[src/sv/mgmhd_pkg.sv]
// ----------------------------------------------------------------------------
// mgmhd_pkg
// Shared constants, types and helpers of the median-gated mean hotspot block.
// ----------------------------------------------------------------------------
package mgmhd_pkg;

    localparam int SAMPLE_W     = 16;
    localparam int MEAN_W       = 24;
    localparam int PIX_W        = 10;
    localparam int COUNT_W      = 11;
    localparam int MAX_SENSORS  = 8;
    localparam int CNT_W        = 4;   // holds 0..8 accepted readings
    localparam int CFG_IDX_W    = 1;

    localparam int DEF_SENSORS       = 8;
    localparam int DEF_PIXELS        = 1024;
    localparam int DEF_FRACTION_BITS = 8;

    // widest sum shifted by the fraction: 19 bits of sum plus up to 16
    localparam int NUM_W = 35;

    // configuration register indexes
    localparam logic [CFG_IDX_W-1:0] REG_GRANTED_ERROR = 1'b0;
    localparam logic [CFG_IDX_W-1:0] REG_HOT_THRESHOLD = 1'b1;

    localparam logic [COUNT_W-1:0] COUNT_MAX = '1;
    localparam logic [MEAN_W-1:0]  MEAN_MAX  = '1;

    typedef logic [SAMPLE_W-1:0] sample_t;

    // controller -> datapath
    typedef struct packed {
        logic clear;     // zero one reference entry
        logic load;      // capture input word
        logic sort_step; // one odd/even transposition pass
        logic gate;      // median and window sum
        logic div_init;  // start the divider
        logic div_step;  // one restoring step
        logic ref_read;  // read reference store
        logic finish;    // compute result, update store and count
    } dp_cmd_t;

    // datapath -> controller
    typedef struct packed {
        logic clear_last;
        logic div_last;
    } dp_status_t;

endpackage

[src/sv/mgmhd_ctrl.sv]
// ----------------------------------------------------------------------------
// mgmhd_ctrl
// Sequencer: clearing pass, load, sort passes, gate, divide, reference read, result hand-off.
// ----------------------------------------------------------------------------
module mgmhd_ctrl #(
    parameter int SENSORS = mgmhd_pkg::DEF_SENSORS
) (
    input  logic                  aclk,
    input  logic                  aresetn,
    input  logic                  s_valid,
    output logic                  s_ready,
    output logic                  m_valid,
    input  logic                  m_ready,
    output mgmhd_pkg::dp_cmd_t    cmd,
    input  mgmhd_pkg::dp_status_t status
);
    import mgmhd_pkg::*;

    localparam logic [2:0] ST_IDLE = 3'd0;
    localparam logic [2:0] ST_SORT = 3'd1;
    localparam logic [2:0] ST_GATE = 3'd2;
    localparam logic [2:0] ST_DIV  = 3'd3;
    localparam logic [2:0] ST_REF  = 3'd4;
    localparam logic [2:0] ST_FIN  = 3'd5;
    localparam logic [2:0] ST_OUT  = 3'd6;
    localparam logic [2:0] ST_CLR  = 3'd7;

    localparam int PASS_W = 4;

    logic [2:0]        state_reg, state_next;
    logic [PASS_W-1:0] pass_reg, pass_next;

    // next state and commands
    always_comb begin
        state_next = state_reg;
        pass_next  = pass_reg;
        cmd        = '0;
        unique case (state_reg)
            ST_CLR: begin
                cmd.clear = 1'b1;
                if (status.clear_last) state_next = ST_IDLE;
            end
            ST_IDLE: begin
                if (s_valid) begin
                    cmd.load   = 1'b1;
                    pass_next  = '0;
                    state_next = ST_SORT;
                end
            end
            ST_SORT: begin
                cmd.sort_step = 1'b1;
                pass_next     = pass_reg + 1'b1;
                if (pass_reg == PASS_W'(SENSORS - 1) || SENSORS == 1)
                    state_next = ST_GATE;
            end
            ST_GATE: begin
                cmd.gate     = 1'b1;
                cmd.div_init = 1'b1;
                state_next   = ST_DIV;
            end
            ST_DIV: begin
                cmd.div_step = 1'b1;
                if (status.div_last) state_next = ST_REF;
            end
            ST_REF: begin
                cmd.ref_read = 1'b1;
                state_next   = ST_FIN;
            end
            ST_FIN: begin
                cmd.finish = 1'b1;
                state_next = ST_OUT;
            end
            ST_OUT: begin
                if (m_ready) state_next = ST_IDLE;
            end
            default: state_next = ST_IDLE;
        endcase
    end

    always_ff @(posedge aclk) begin
        if (!aresetn) begin
            state_reg <= ST_CLR;
            pass_reg  <= '0;
        end else begin
            state_reg <= state_next;
            pass_reg  <= pass_next;
        end
    end

    assign s_ready = (state_reg == ST_IDLE);
    assign m_valid = (state_reg == ST_OUT);

    // result is held until taken
    a_out_hold: assert property (@(posedge aclk) disable iff (!aresetn)
        m_valid && !m_ready |=> m_valid) else $error("result dropped");
    // never accept while a result is pending
    a_excl: assert property (@(posedge aclk) disable iff (!aresetn)
        !(s_ready && m_valid)) else $error("ready with result");
    // finish comes right after reference read
    a_fin: assert property (@(posedge aclk) disable iff (!aresetn)
        cmd.ref_read |=> cmd.finish) else $error("sequence slip");

endmodule

[config.mk]
export PLATFORM = sky130hd
export DESIGN_NAME = mgmhd_ctrl
export DESIGN_NICKNAME = d
export VERILOG_FILES = /design/src/sv/mgmhd_pkg.sv /design/src/sv/mgmhd_ctrl.sv
export SDC_FILE = /design/constraint.sdc
export NUM_CORES = 1
export LEC_CHECK = 0
export BUFFER_PORTS_ARGS = -buffer_cell sky130_fd_sc_hd__buf_2
export CAP_MARGIN = 20
export CORE_AREA = 5 5 42 44
export DETAILED_ROUTE_END_ITERATION = 8
export DIE_AREA = 0 0 47 49
export SYNTH_ARGS = -nofsm -noshare
export SYNTH_HDL_FRONTEND = slang
export SYNTH_SLANG_ARGS = --single-unit
export TNS_END_PERCENT = 1
[constraint.sdc]
create_clock -name aclk -period 1.2 [get_ports aclk]
set_clock_uncertainty 0.15 [all_clocks]
set_input_delay 0.06 -clock aclk [delete_from_list [all_inputs] [get_ports aclk]]
set_output_delay 0.06 -clock aclk [all_outputs]
set_load 0.01 [all_outputs]
# ---- Yosys cells after proc, flatten, opt, wreduce, memory -nomap -nowiden
# Cells that the tools add are included.
dict set report totals {
  ff_bits 7
  input_bits 6
}
dict set report op_classes {
  n_addsub 1
  eq_ne 13
  n_mux 16
  n_reduce_logical 4
}
# op count
set op_table {}
lappend op_table {{3-bit case mux with 8 select lines} 1}
lappend op_table {{3-bit 2-to-1 mux} 5}
lappend op_table {{3-bit == test, second input constant} 4}
lappend op_table {{2-bit inequality test, second input constant} 4}
lappend op_table {{4-bit case mux with 2 select lines} 1}
lappend op_table {{1-bit 2-to-1 mux} 7}
lappend op_table {{3-bit by 2-bit == test with 1-bit output, second input constant} 2}
lappend op_table {{5-bit AND reduction} 1}
lappend op_table {{4-bit by 1-bit adder with 4-bit output, second input constant} 1}
lappend op_table {{4-bit by 3-bit == test with 1-bit output, second input constant} 1}
lappend op_table {{4-bit 2-to-1 mux} 1}
lappend op_table {{3-bit by 1-bit == test with 1-bit output, second input constant} 1}
lappend op_table {{3-bit logical NOT} 1}
lappend op_table {{2-bit 2-to-1 mux} 1}
lappend op_table {{2-bit by 1-bit inequality test with 1-bit output, second input constant} 1}
lappend op_table {{2-bit AND reduction} 1}
lappend op_table {{2-bit nonzero test} 1}

# ---- Longest topological paths before layout
dict set report depth {
  ltp_word 3
  depth_mapped 5
  mapped_depth_nobuf 4
}

# ---- Worst setup path after synthesis
# OpenSTA, ideal clock, no wires.
dict set report synth_timing {
  kind {register to output}
  startpoint {register state_reg[0]}
  endpoint {output cmd[4] (netlist bit)}
  arrival_ps 1156
  required_time_ps 990
  path_slack_ps -166
  path_stages_with_launch 5
  n_path_buf 3
  path_cell_list {dfxtp_1 buf_2 buf_2 nor3b_1 buf_4}
}
# element line_no
set synth_rtl {}
lappend synth_rtl {{start: declaration} mgmhd_ctrl.sv:30} ;# logic [2:0] state_reg, state_next;
lappend synth_rtl {{start signal: assignment} mgmhd_ctrl.sv:85} ;# state_reg <= state_next;
lappend synth_rtl {{end: declaration} mgmhd_ctrl.sv:14} ;# output mgmhd_pkg::dp_cmd_t cmd,

# ---- Final worst setup path
dict set report layout_timing {
  startpoint {register state_reg[2]}
  endpoint {output s_ready}
}
dict set report layout_between {
  elab_chain_cells 1
}
# element line_no
set layout_rtl {}
lappend layout_rtl {{3-bit logical NOT} mgmhd_ctrl.sv:90} ;# assign s_ready = (state_reg == ST_IDLE);
lappend layout_rtl {{end: declaration} mgmhd_ctrl.sv:11} ;# output logic s_ready,
# No other way between the ends.

==> metrics.yaml <==
run_status:
  status: "finished, violations left"
  violations: "negative setup slack"
sta:
  layout_setup_ws_ps: -182
  fin_crit_sh: 1.15
  fmax_mhz: 723
  fin_crit_ps: 1380
  worst_pin_slew_ps: 312
  slew_viol_final: 0
  hold_slack_ps: 9.51
  fin_tns_setup_ps: -1820
  finalHoldViolCount: 0
  slew_headroom: 0.791
  rsz0062_at_grt: "true"
  setup_viol: 17
grt:
  overflow: 0
  antenna_found_initial: 0
  grtUsageTotal: 0.146
  grt-busiest-layer: "met2"
  grt_max_degree: 11
  grt_pass1_wl_um: 2420
  use_met1: 0.171
  use_met2: 0.219
  grt_pass1_vias: 551
  met3_usage: 0.0664
clocking:
  htreeDepth: 1
  cts_tree: "built"
  clkSinkCount: 7
  cts_root_buf: "clkbuf_4"
  clk_pin_slew_ps: 60
  insertion_delay_ps: 260
  cts_buffers: 3
  clk_path_buf_depth: 2
critical_path:
  cp-start-kind: "flip-flop"
  cp_num_buf_inv: 2
  cp.arrival_ps: 1170
  endpoint_kind: "output port"
  cp_max_fo: 3
  cp_cell_sequence: "or2_4 > buf_6 > nor2_2 > buf_2"
  rrSetupSlack_ps: -160
  crit_family: "flip-flops"
  slowest_delay_ps: 330
  crit_required_ps: 990
  slowest_stage: "dfxtp_2"
  critPathKind: "flip-flop to output port"
logic_synthesis:
  synth_top_cell_by_area: "dfxtp_1"
  syn_area_per_cell_sq_um: 7.63
  synth_cell_types: 27
  synth_warnings: 0
  syn_area_sq_um: 480
  syn-instance-count: 63
  synth_area_leaders: "dfxtp_1 (29%), o21ai_0 (6.3%), a21boi_1 (6.3%)"
  synth_seq_cells: 7
  seq_area_frac_synth: 0.292
  synth_top_area_frac: 0.292
  syn_nets: 70
finish:
  syn_to_final_growth_pct: 67.7
  utilization: 0.575
  drive_above_1_share: 0.573
  nFillCells: 134
  largest_reg_flops: 4
  final_cells: 112
  nNetsFinal: 104
  final_area_sq_um: 806
  final_cell_mix: "buf_2 (15), buf_4 (15), dfxtp_2 (5), buf_6 (5)"
  n_antenna_cell: 0
floorplanning:
  coreArea_sq_mm: 0.00140
  start_util: 0.343
  num_io_pins: 16
  die_w_um: 47
  die_y_um: 49
  die_area_sq_mm: 0.00230
  row_count: 14
detailed_routing:
  wl_per_cell_um: 13.2
  drtIter0Drc: 13
  vias_per_cell: 5.13
  drtAntennaViolNets: 0
  vias: 575
  firstDrtPassIters: 4
  drt-total-wl_um: 1470
  drc: 0
run:
  drv_cap: 0
power_and_ir_drop:
  p_seq_frac: 0.288
  clkPwrFrac: 0.228
  p_switching_uw: 359
  pwr_density_cell_mw_per_mm2: 1240
  p_total_uw: 996
  power.internal_uw: 637
  ir_worst_vdd_v: 0.000823
  p_leak_nw: 0.377
  swShare: 0.361
  pwr-share-comb: 0.484
placement:
  port_buffers: 15
  place_inst: 103
  dp_hpwl_um: 1010
  dp_worst_setup_slack_ps: -69.6
  place_area_sq_um: 666
  routabilityCongestion: 0.786
worst_hold_path:
  hp-class: "primary input to flip-flop"
Yosys cell counts, drive strengths merged:
cell	instances
dfxtp	7
mux2i	2
buf	7
and3b	1
nor2b	1
or3	1
nor3	1
a21boi	4
and2	1
or2	1
o211ai	3
nand2b	1
nand2	3
nand4b	2
nor3b	3
nor4b	1
inv	1
o31ai	2
nor2	7
ha	1
a22oi	1
o21ai	7
nand3	4
and3	1
worst reg2reg max path, cell delays in order (launching register included):
cell	delay, ps
dfxtp_2	330
or2_4	270
buf_6	120
buf_4	130
o21ai_0	160
a21boi_1	80
cell families (layout without fill, tap and decap cells):
logic type | after synthesis | count (layout) | share of synthesized area
adders and majority gates | 1 | 1 | 0.0260
and+or+nand+nor | 28 | 28 | 0.328
buffers and inverters | 8 | 41 | 0.0833
AOI/OAI and AO/OA | 17 | 17 | 0.229
DFF | 7 | 7 | 0.292
muxes | 2 | 2 | 0.0417
path summary, 6_finish.rpt:
| check | start | end | depth (start not counted) |
|---|---|---|---|
| hold / removal | aresetn | state_reg[2] | 3 |
| setup reg to reg | state_reg[2] | pass_reg[0] | 5 |
| setup / recovery | state_reg[2] | s_ready | 4 |
| hold reg to reg | pass_reg[2] | pass_reg[2] | 2 |
metal layers:
metal / part of all wire / routed length (um)
met1: 0.42 / 621
met2: 0.51 / 745
met3: 0.050 / 74
met4: 0.022 / 33
met5: 0 / 0
power by group through the flow:
stage / registers [mW] / clock network (mW) / logic, mW
after floorplan: 0.274 / 0 / 0.229
final: 0.287 / 0.227 / 0.481
after global routing: 0.290 / 0.254 / 0.524
after detailed placement: 0.283 / 0 / 0.392
after CTS: 0.285 / 0.229 / 0.438
after global placement: 0.282 / 0 / 0.390
what timing repair did:
| action | in CTS | in global routing |
|---|---|---|
| buffers inserted | 2 | 2 |
| hold endpoints to repair | 1 | 0 |
| setup endpoints to repair | 17 | 17 |
| pin swaps | 11 | 3 |
| hold buffers | 1 | 0 |
| gates resized for setup | 17 | 7 |
cell type report:
type / instances / area [sq um] / share of cell area
Clock buffer: 4 / 26.3 / 0.0326
Tap cell: 16 / 20.0 / 0.0248
Multi-Input combinational cell: 48 / 355 / 0.441
Inverter: 1 / 3.75 / 0.00466
Sequential cell: 7 / 146 / 0.182
Timing Repair Buffer: 36 / 254 / 0.315
(Power assumes the default switching activity.)
